## src/design/wsl_pkg.sv

```systemverilog
// shared constants, types and register codes of the string wave solver
// no dependencies
package wsl_pkg;

  localparam int unsigned POINTS     = 64;
  localparam int unsigned IDX_W      = $clog2(POINTS);
  localparam int unsigned NP_W       = 7;
  localparam int unsigned DISP_W     = 24;
  localparam int unsigned K_W        = 16;
  localparam int unsigned CFG_IDX_W  = 2;
  localparam int unsigned CFG_DATA_W = 16;

  localparam logic [CFG_IDX_W-1:0] REG_COURANT_SQ = 2'd0;
  localparam logic [CFG_IDX_W-1:0] REG_NUM_POINTS = 2'd1;

  localparam logic ACT_LOAD = 1'b0;
  localparam logic ACT_STEP = 1'b1;

  localparam logic [K_W-1:0]  K_RESET  = 16'd26214;
  localparam logic [NP_W-1:0] NP_RESET = 7'd64;
  localparam logic [NP_W-1:0] NP_MIN   = 7'd3;
  localparam logic [NP_W-1:0] NP_MAX   = NP_W'(POINTS);

  typedef logic signed [DISP_W-1:0] disp_t;
  typedef logic [IDX_W-1:0]         idx_t;

  typedef struct packed {
    logic first;
    logic zero;
  } alu_ctl_t;

endpackage

```

## src/design/wsl_in_if.sv

```systemverilog
// input channel of the string wave solver: load or step transactions
// depends on wsl_pkg
interface wsl_in_if;
  import wsl_pkg::*;

  logic  valid;
  logic  ready;
  logic  action;
  idx_t  point_index;
  disp_t sample_value;

  modport source (output valid, action, point_index, sample_value, input ready);
  modport sink   (input valid, action, point_index, sample_value, output ready);
endinterface

```

## src/design/wsl_out_if.sv

```systemverilog
// result channel of the string wave solver: one transaction per row point
// depends on wsl_pkg
interface wsl_out_if;
  import wsl_pkg::*;

  logic  valid;
  logic  ready;
  idx_t  point_index_res;
  disp_t displacement;
  logic  last;

  modport source (output valid, point_index_res, displacement, last, input ready);
  modport sink   (input valid, point_index_res, displacement, last, output ready);
endinterface

```

## src/design/wsl_cfg_if.sv

```systemverilog
// configuration write channel of the string wave solver
// depends on wsl_pkg
interface wsl_cfg_if;
  import wsl_pkg::*;

  logic                  valid;
  logic                  ready;
  logic [CFG_IDX_W-1:0]  index;
  logic [CFG_DATA_W-1:0] data;

  modport source (output valid, index, data, input ready);
  modport sink   (input valid, index, data, output ready);
endinterface

```

## src/design/wave_string_leapfrog_step.sv

```systemverilog
// Leapfrog solver for a string with fixed ends. A load transaction writes one
// point of the current row and leaves the input ready. A step transaction
// emits the whole new row, points 0 to n-1 in order, and keeps the input busy
// until its last point is written back, longer if the result side stalls.
// Each point takes a row read, a pass through the shared multiplier and a
// round, saturate and write-back step, one point at a time. Row memories
// read as zero until written, through a valid flag per entry cleared by reset.
// depends on wsl_pkg, wsl_in_if, wsl_out_if, wsl_cfg_if, wsl_ram, wsl_alu
module wave_string_leapfrog_step (
  input  logic    clk_i,
  input  logic    rst_ni,
  wsl_in_if.sink  in_i,
  wsl_out_if.source out_o,
  wsl_cfg_if.sink cfg_i
);
  import wsl_pkg::*;

  localparam logic [2:0] S_IDLE = 3'd0;
  localparam logic [2:0] S_PRE  = 3'd1;
  localparam logic [2:0] S_LD0  = 3'd2;
  localparam logic [2:0] S_RD   = 3'd3;
  localparam logic [2:0] S_MUL  = 3'd4;
  localparam logic [2:0] S_RES  = 3'd5;

  logic [2:0]      state_q, state_d;
  logic [K_W-1:0]  k_q;
  logic [NP_W-1:0] np_q;
  logic [NP_W-1:0] n_q;
  idx_t            i_q;
  logic            first_q;
  logic [POINTS-1:0] cur_vld_q, old_vld_q;
  logic            cur_rv_q, old_rv_q;
  disp_t           c_prev_q, c_cur_q, c_nxt_q;
  logic            out_vld_q;
  idx_t            out_idx_q;
  disp_t           out_disp_q;
  logic            out_last_q;

  logic     in_fire, load_fire, step_fire, cfg_fire;
  logic     is_last, advance;
  idx_t     cur_raddr, cur_waddr;
  logic     cur_we, old_we;
  disp_t    cur_wdata, cur_rdata, old_rdata, cur_rd, old_rd, res;
  logic [NP_W-1:0] n_clamp;
  alu_ctl_t ctl;

  assign in_fire   = in_i.valid && in_i.ready;
  assign load_fire = in_fire && (in_i.action == ACT_LOAD);
  assign step_fire = in_fire && (in_i.action == ACT_STEP);
  assign cfg_fire  = cfg_i.valid && cfg_i.ready;

  assign in_i.ready  = (state_q == S_IDLE);
  assign cfg_i.ready = 1'b1;

  assign out_o.valid           = out_vld_q;
  assign out_o.point_index_res = out_idx_q;
  assign out_o.displacement    = out_disp_q;
  assign out_o.last            = out_last_q;

  assign n_clamp = (np_q < NP_MIN) ? NP_MIN : ((np_q > NP_MAX) ? NP_MAX : np_q);
  assign is_last = ({1'b0, i_q} == (n_q - NP_W'(1)));
  assign advance = (state_q == S_RES) && (!out_vld_q || out_o.ready);

  assign cur_raddr = (state_q == S_PRE) ? '0 : i_q + idx_t'(1);
  assign cur_rd    = cur_rv_q ? cur_rdata : '0;
  assign old_rd    = old_rv_q ? old_rdata : '0;

  assign cur_we    = load_fire || advance;
  assign cur_waddr = advance ? i_q : in_i.point_index;
  assign cur_wdata = advance ? res : in_i.sample_value;
  assign old_we    = advance;

  assign ctl.first = first_q;
  assign ctl.zero  = (i_q == '0) || is_last;

  wsl_ram #(.WIDTH(DISP_W), .DEPTH(POINTS)) u_cur_ram (
    .clk_i   (clk_i),
    .we_i    (cur_we),
    .waddr_i (cur_waddr),
    .wdata_i (cur_wdata),
    .raddr_i (cur_raddr),
    .rdata_o (cur_rdata)
  );

  wsl_ram #(.WIDTH(DISP_W), .DEPTH(POINTS)) u_old_ram (
    .clk_i   (clk_i),
    .we_i    (old_we),
    .waddr_i (i_q),
    .wdata_i (c_cur_q),
    .raddr_i (i_q),
    .rdata_o (old_rdata)
  );

  wsl_alu u_alu (
    .clk_i   (clk_i),
    .en_i    (state_q == S_MUL),
    .left_i  (c_prev_q),
    .mid_i   (c_cur_q),
    .right_i (cur_rd),
    .older_i (old_rd),
    .k_i     (k_q),
    .ctl_i   (ctl),
    .res_o   (res)
  );

  always_comb begin
    state_d = state_q;
    unique case (state_q)
      S_IDLE: begin
        if (step_fire) begin
          state_d = S_PRE;
        end
      end
      S_PRE:  state_d = S_LD0;
      S_LD0:  state_d = S_RD;
      S_RD:   state_d = S_MUL;
      S_MUL:  state_d = S_RES;
      S_RES: begin
        if (advance) begin
          state_d = is_last ? S_IDLE : S_RD;
        end
      end
      default: state_d = S_IDLE;
    endcase
  end

  always_ff @(posedge clk_i or negedge rst_ni) begin
    if (!rst_ni) begin
      state_q    <= S_IDLE;
      k_q        <= K_RESET;
      np_q       <= NP_RESET;
      n_q        <= NP_RESET;
      i_q        <= '0;
      first_q    <= 1'b1;
      cur_vld_q  <= '0;
      old_vld_q  <= '0;
      cur_rv_q   <= 1'b0;
      old_rv_q   <= 1'b0;
      out_vld_q  <= 1'b0;
    end else begin
      state_q  <= state_d;
      cur_rv_q <= cur_vld_q[cur_raddr];
      old_rv_q <= old_vld_q[i_q];
      if (cfg_fire && (cfg_i.index == REG_COURANT_SQ)) begin
        k_q <= cfg_i.data[K_W-1:0];
      end
      if (cfg_fire && (cfg_i.index == REG_NUM_POINTS)) begin
        np_q <= cfg_i.data[NP_W-1:0];
      end
      if (load_fire) begin
        cur_vld_q[in_i.point_index] <= 1'b1;
        first_q                     <= 1'b1;
      end
      if (step_fire) begin
        n_q <= n_clamp;
        i_q <= '0;
      end
      if (advance) begin
        out_vld_q <= 1'b1;
      end else if (out_vld_q && out_o.ready) begin
        out_vld_q <= 1'b0;
      end
      if (advance) begin
        cur_vld_q[i_q]       <= 1'b1;
        old_vld_q[i_q]       <= 1'b1;
        i_q                  <= i_q + idx_t'(1);
        if (is_last) begin
          first_q <= 1'b0;
        end
      end
    end
  end

  always_ff @(posedge clk_i) begin
    if (state_q == S_LD0) begin
      c_cur_q <= cur_rd;
    end
    if (state_q == S_MUL) begin
      c_nxt_q <= cur_rd;
    end
    if (advance) begin
      c_prev_q   <= c_cur_q;
      c_cur_q    <= c_nxt_q;
      out_idx_q  <= i_q;
      out_disp_q <= res;
      out_last_q <= is_last;
    end
  end

endmodule

```

## src/design/wsl_ram.sv

```systemverilog
// generic single-write, single-read ram with registered read data
// no dependencies
module wsl_ram #(
  parameter int unsigned WIDTH = 24,
  parameter int unsigned DEPTH = 64
) (
  input  logic                     clk_i,
  input  logic                     we_i,
  input  logic [$clog2(DEPTH)-1:0] waddr_i,
  input  logic [WIDTH-1:0]         wdata_i,
  input  logic [$clog2(DEPTH)-1:0] raddr_i,
  output logic [WIDTH-1:0]         rdata_o
);

  logic [WIDTH-1:0] mem [DEPTH];

  always_ff @(posedge clk_i) begin
    if (we_i) begin
      mem[waddr_i] <= wdata_i;
    end
    rdata_o <= mem[raddr_i];
  end

endmodule

```

## src/design/wsl_alu.sv

```systemverilog
// shared update unit: laplacian times courant factor, rounding, leapfrog sum
// and saturation; depends on wsl_pkg
module wsl_alu (
  input  logic                   clk_i,
  input  logic                   en_i,
  input  wsl_pkg::disp_t         left_i,
  input  wsl_pkg::disp_t         mid_i,
  input  wsl_pkg::disp_t         right_i,
  input  wsl_pkg::disp_t         older_i,
  input  logic [wsl_pkg::K_W-1:0] k_i,
  input  wsl_pkg::alu_ctl_t      ctl_i,
  output wsl_pkg::disp_t         res_o
);
  import wsl_pkg::*;

  localparam int unsigned LAP_W  = DISP_W + 3;
  localparam int unsigned PROD_W = LAP_W + K_W + 1;
  localparam int unsigned TERM_W = PROD_W - K_W;
  localparam int unsigned SUM_W  = TERM_W + 2;

  logic signed [LAP_W-1:0]  lap;
  logic signed [PROD_W-1:0] prod_d, prod_q;
  disp_t                    mid_q, older_q;
  logic signed [PROD_W-1:0] rnd;
  logic signed [PROD_W-1:0] shifted;
  logic signed [TERM_W-1:0] term;
  logic signed [SUM_W-1:0]  sum;

  assign lap = LAP_W'(left_i) + LAP_W'(right_i) - (LAP_W'(mid_i) <<< 1);
  assign prod_d = PROD_W'(lap) * $signed({1'b0, k_i});

  always_ff @(posedge clk_i) begin
    if (en_i) begin
      prod_q  <= prod_d;
      mid_q   <= mid_i;
      older_q <= older_i;
    end
  end

  always_comb begin
    rnd     = ctl_i.first ? (PROD_W'(1) <<< K_W) : (PROD_W'(1) <<< (K_W - 1));
    shifted = ctl_i.first ? ((prod_q + rnd) >>> (K_W + 1)) : ((prod_q + rnd) >>> K_W);
    term    = shifted[TERM_W-1:0];
    if (ctl_i.first) begin
      sum = SUM_W'(mid_q) + SUM_W'(term);
    end else begin
      sum = (SUM_W'(mid_q) <<< 1) - SUM_W'(older_q) + SUM_W'(term);
    end
    if (ctl_i.zero) begin
      res_o = '0;
    end else if (sum > SUM_W'(disp_t'({1'b0, {(DISP_W-1){1'b1}}}))) begin
      res_o = {1'b0, {(DISP_W-1){1'b1}}};
    end else if (sum < SUM_W'(disp_t'({1'b1, {(DISP_W-1){1'b0}}}))) begin
      res_o = {1'b1, {(DISP_W-1){1'b0}}};
    end else begin
      res_o = sum[DISP_W-1:0];
    end
  end

endmodule

```

## src/flat_wrapper.sv

```systemverilog
// flat-port wrapper written by rule: the top's interface ports become plain ports
module wave_string_leapfrog_step_flat import wsl_pkg::*;
  (clk_i, rst_ni, in_i_valid, in_i_action, in_i_point_index, in_i_sample_value, in_i_ready, out_o_valid, out_o_point_index_res, out_o_displacement, out_o_last, out_o_ready, cfg_i_valid, cfg_i_index, cfg_i_data, cfg_i_ready);
  wsl_in_if in_i_i ();
  wsl_out_if out_o_i ();
  wsl_cfg_if cfg_i_i ();
  input  logic clk_i;
  input  logic rst_ni;
  input wire logic [$bits(in_i_i.valid)-1:0] in_i_valid;
  input wire logic [$bits(in_i_i.action)-1:0] in_i_action;
  input wire logic [$bits(in_i_i.point_index)-1:0] in_i_point_index;
  input wire logic [$bits(in_i_i.sample_value)-1:0] in_i_sample_value;
  output wire logic [$bits(in_i_i.ready)-1:0] in_i_ready;
  output wire logic [$bits(out_o_i.valid)-1:0] out_o_valid;
  output wire logic [$bits(out_o_i.point_index_res)-1:0] out_o_point_index_res;
  output wire logic [$bits(out_o_i.displacement)-1:0] out_o_displacement;
  output wire logic [$bits(out_o_i.last)-1:0] out_o_last;
  input wire logic [$bits(out_o_i.ready)-1:0] out_o_ready;
  input wire logic [$bits(cfg_i_i.valid)-1:0] cfg_i_valid;
  input wire logic [$bits(cfg_i_i.index)-1:0] cfg_i_index;
  input wire logic [$bits(cfg_i_i.data)-1:0] cfg_i_data;
  output wire logic [$bits(cfg_i_i.ready)-1:0] cfg_i_ready;
  assign in_i_i.valid = in_i_valid;
  assign in_i_i.action = in_i_action;
  assign in_i_i.point_index = in_i_point_index;
  assign in_i_i.sample_value = in_i_sample_value;
  assign in_i_ready = in_i_i.ready;
  assign out_o_valid = out_o_i.valid;
  assign out_o_point_index_res = out_o_i.point_index_res;
  assign out_o_displacement = out_o_i.displacement;
  assign out_o_last = out_o_i.last;
  assign out_o_i.ready = out_o_ready;
  assign cfg_i_i.valid = cfg_i_valid;
  assign cfg_i_i.index = cfg_i_index;
  assign cfg_i_i.data = cfg_i_data;
  assign cfg_i_ready = cfg_i_i.ready;
  wave_string_leapfrog_step u_core (.clk_i(clk_i), .rst_ni(rst_ni), .in_i(in_i_i), .out_o(out_o_i), .cfg_i(cfg_i_i));
endmodule
```

## config.mk

```make
export PLATFORM = sky130hd
export DESIGN_NAME = wave_string_leapfrog_step_flat
export DESIGN_NICKNAME = d
export VERILOG_FILES = /design/src/design/wsl_pkg.sv /design/src/design/wsl_in_if.sv /design/src/design/wsl_out_if.sv /design/src/design/wsl_cfg_if.sv /design/src/design/wave_string_leapfrog_step.sv /design/src/design/wsl_ram.sv /design/src/design/wsl_alu.sv /design/src/flat_wrapper.sv
export SDC_FILE = /design/constraint.sdc
export NUM_CORES = 2
export LEC_CHECK = 0
export BUFFER_PORTS_ARGS = -buffer_cell sky130_fd_sc_hd__buf_2
export CAP_MARGIN = 20
export CORE_ASPECT_RATIO = 1.2
export CORE_UTILIZATION = 50
export DETAILED_ROUTE_END_ITERATION = 7
export PLACE_DENSITY = 0.65
export REMOVE_ABC_BUFFERS = 1
export SLEW_MARGIN = 20
export SYNTH_ARGS = -nofsm -noshare
export SYNTH_HDL_FRONTEND = slang
export SYNTH_SLANG_ARGS = --single-unit
```

## constraint.sdc

```tcl
create_clock -name clk_i -period 30.3 [get_ports clk_i]
set_clock_uncertainty 0.05 [all_clocks]
set_input_delay 6.06 -clock clk_i [delete_from_list [all_inputs] [get_ports clk_i]]
set_output_delay 6.06 -clock clk_i [all_outputs]
set_load 0.05 [all_outputs]
```

==> impl_results.md <==
- Status: finished clean
- Fraction of registers with async set or reset after synthesis: 4.93%
- Via count of the first global-routing pass: 94060
- GPL Wtd Cong: 0.913
- Largest fanout on the critical path: 24
- Count of cell types in the netlist: 94
- Kind of end point of the critical path: register
- DRT Pass-1 Iters: 6
- Startpoint Class: register
- Post-cts resize count: 0
- Portion of the clock cycle consumed by the worst path in the final layout: 34.8%
- Leading cell types by total area after synthesis: sky130_fd_sc_hd__edfxtp_1 64%, sky130_fd_sc_hd__fa_1 6.0%, sky130_fd_sc_hd__a22oi_1 3.4%
- Number of maximum-capacitance violations: 0
- Number of antenna-violating nets in the routed design: 0
- Warnings, synthesis: 0
- Minimum setup slack in the final design: 19.75 ns
- Final setup violation count: 0
- Commonest cells after routing, fill and taps aside: 3251 x sky130_fd_sc_hd__edfxtp_1, 1302 x sky130_fd_sc_hd__nand2_1, 700 x sky130_fd_sc_hd__a22oi_1, 606 x sky130_fd_sc_hd__inv_1, 457 x sky130_fd_sc_hd__fa_1
- Clk buf depth: 4
- Worst Tran Pin Value: 1.25 ns
- Area of the core: 303000 µm²
- Width of the die: 506 µm
- Data arrival at the endpoint of the critical path: 11.07 ns
- Cell area reported after detailed placement: 159000 µm²
- Crit path largest cell delay: 0.86 ns
- Routed wire length: 461000 µm
- Initial detailed-routing violation count: 12516
- Initial core utilization: 50.4%
- Synth-to-Final Area Change: 11.6%
- Number of buffers added for setup after CTS: 0
- Most used flip-flop cell after synthesis: sky130_fd_sc_hd__edfxtp_1
- Part of the Yosys area used for sequential elements: 67.5%
- Hold slack: 0.409 ns
- Largest net degree at the start of global routing: 165
- Clock latency at the later pin of the worst-skew pair: 0.93 ns
- I/O pin cnt: 88
- Number of endpoints with negative hold slack in the final report: 0
- Start of the worst register-to-register path: u_core.cur_rv_q$_DFF_PN0_
- Average wire per standard cell: 30.5 µm
- Estimated wirelength of the detail-placed design: 271000 µm
- Leading cell type in the layout, fill and taps excluded: sky130_fd_sc_hd__edfxtp_1
- # nets final: 11512
- Sink count of the clock tree: 3470
- Critical path data required time: 30.83 ns
- Post-DR vias/cell: 6.33
- Post-synthesis instance total: 10717
- Crit path top cell by count: sky130_fd_sc_hd__fa_1
- Crit-path slowest cell: sky130_fd_sc_hd__dfrtp_1
- Fraction of final layout cells sized beyond drive strength 1: 11.9%
- Number of enable flip-flop cells after synthesis: 3251
- Die H: 607 µm
- Number of buffers created by CTS: 346
- Number of I/O port buffers: 86
- Unrepaired setup endpoints after global routing: no
- Hold Crit Start: u_core.cur_vld_q[1]$_DFF_PN0_
- CTS H-tree lvls: 5
- Antenna violations before repair: 29
- Worst setup path startpoint: u_core.cur_rv_q$_DFF_PN0_
- Clock root cell: sky130_fd_sc_hd__clkbuf_16
- Avg Cell Area, Syn: 14.2 µm²
- Residual DRC: 0
- Classification of the worst setup path: reg -> reg
- Post-Place Worst Slack: 19.71 ns
- Max-slew violations: 0
- Post-synthesis instance area: 152000 µm²
- Final design instance area without fill: 170000 µm²
- CTS Hold Buffers Added: 0
- Number of synthesized register bits: 3470
- Number of core rows: 221
- Top achievable clock speed: 0.0948 GHz
- Synth top area share: 64.1%
- Global routing usage summed across all routing layers: 29.7%
- TritonCTS clock tree: done
- Global route total overflow: 0
- Library cell with the largest summed area after synthesis: sky130_fd_sc_hd__edfxtp_1
- Class of the worst hold path: reg -> reg
- Clock-pin slew of the registers on the worst-case setup and hold paths: 0.06 ns
- Clock period minus final worst setup slack: 10.55 ns
- Wire length of the first global-routing pass: 661000 µm
- Area of the die: 307000 µm²
- Total number of vias: 95815
- Worst-case headroom to the max-slew limit: 16.7%
==> routing by layer <==
layer | routed length, µm | track usage (%)
met1 | 174000 | 39.6
met5 | 54 | 0
met3 | 45800 | 5.40
met2 | 219000 | 47.7
met4 | 22100 | 13.3
==> path summary, 6_finish.rpt <==
check	cells after the start	end	slack [ns]
worst max-delay path	36	u_core.u_alu.prod_q[42]$_DFFE_PP_	19.75
worst min-delay path	1	u_core.cur_vld_q[1]$_DFF_PN0_	0.41
worst max register to register	36	u_core.u_alu.prod_q[42]$_DFFE_PP_	19.75
worst min register to register	1	u_core.cur_vld_q[1]$_DFF_PN0_	0.41
max in group asynchronous	3	u_core.k_q[7]$_DFFE_PN0P_	22.93
min in group asynchronous	1	u_core.old_vld_q[11]$_DFFE_PN0P_	5.05
==> cell type report <==
class	instances	area [µm²]
multi-input cells	5990	45600
repair buffers	397	3100
flip-flops and latches	3470	103000
clock inverters	194	1780
clock buffers	439	9340
diodes	17	42.5
fillers	23850	132000
inverters	608	2290
well taps	4014	5020
==> cell families (layout without fill, tap and decap cells) <==
kind of cell	count (synthesis)	count (layout)	share of synthesized area, %
XOR/XNOR	113	113	0.650
other	1	18	0.00246
flip-flops	3470	3470	67.5
AND/OR/NAND/NOR	2762	2762	8.27
AO/OA/AOI/OAI	2105	2105	9.97
adder cells (fa/ha/maj)	645	645	7.55
buffers and inverters	1257	1638	3.14
multiplexers	364	364	2.89
==> Yosys cell counts (all sizes together) (11+ instances only) <==
cell and instances:
a211o 70, a211oi 61, a21o 30, a21oi 249
a221oi 54, a22o 51, a22oi 700, a311oi 75
a31oi 136, a32oi 15, a41oi 110, and2 203
and3 114, buf 141, clkbuf 508, dfrtp 160
dfstp 11, dfxtp 48, edfxtp 3251, fa 457
ha 188, inv 608, mux2 57, mux2i 255
mux4 52, nand2 1306, nand2b 46, nand3 417
nand4 56, nor2 351, nor2b 28, nor3 46
nor4 35, o211ai 29, o21a 20, o21ai 244
o221ai 86, o22ai 78, o31a 14, o31ai 16
or2 72, or3 69, xnor2 75, xor2 38
==> sequential cells by signal (all words and copies together), names as in the netlist, 7 cells and up <==
register	count
u_core.u_cur_ram.mem	1536
u_core.u_old_ram.mem	1536
u_core.cur_vld_q	64
u_core.old_vld_q	64
u_core.u_alu.prod_q	28
u_core.c_cur_q	24
u_core.c_nxt_q	24
u_core.c_prev_q	24
u_core.out_o.displacement	24
u_core.u_alu.mid_q	24
u_core.u_alu.older_q	24
u_core.u_cur_ram.rdata_o	24
u_core.u_old_ram.rdata_o	24
u_core.k_q	16
u_core.n_q	7
u_core.np_q	7
==> stage by stage <==
step | util, % | std cells | TNS (ns)
floorplan | - | 10068 | -69.83
global placement | 52.4 | 14470 | 0
detailed placement | 52.5 | 14478 | 0
CTS | 56.2 | 15111 | 0
global route | 56.2 | 15120 | 0
finish | 56.2 | 15129 | 0
==> worst max-delay path: cells and delay by family, from the launching register on <==
family,cells,cell delay [ns]
AO/OA/AOI/OAI,16,3.36
XOR/XNOR,1,0.11
adder cells (fa/ha/maj),9,4.44
buffers and inverters,6,0.80
flip-flops,1,0.86
AND/OR/NAND/NOR,4,0.66
Power is left out: the tool's default activity adds up to more than one toggle a clock period on the data nets, which glitch-free logic cannot reach.
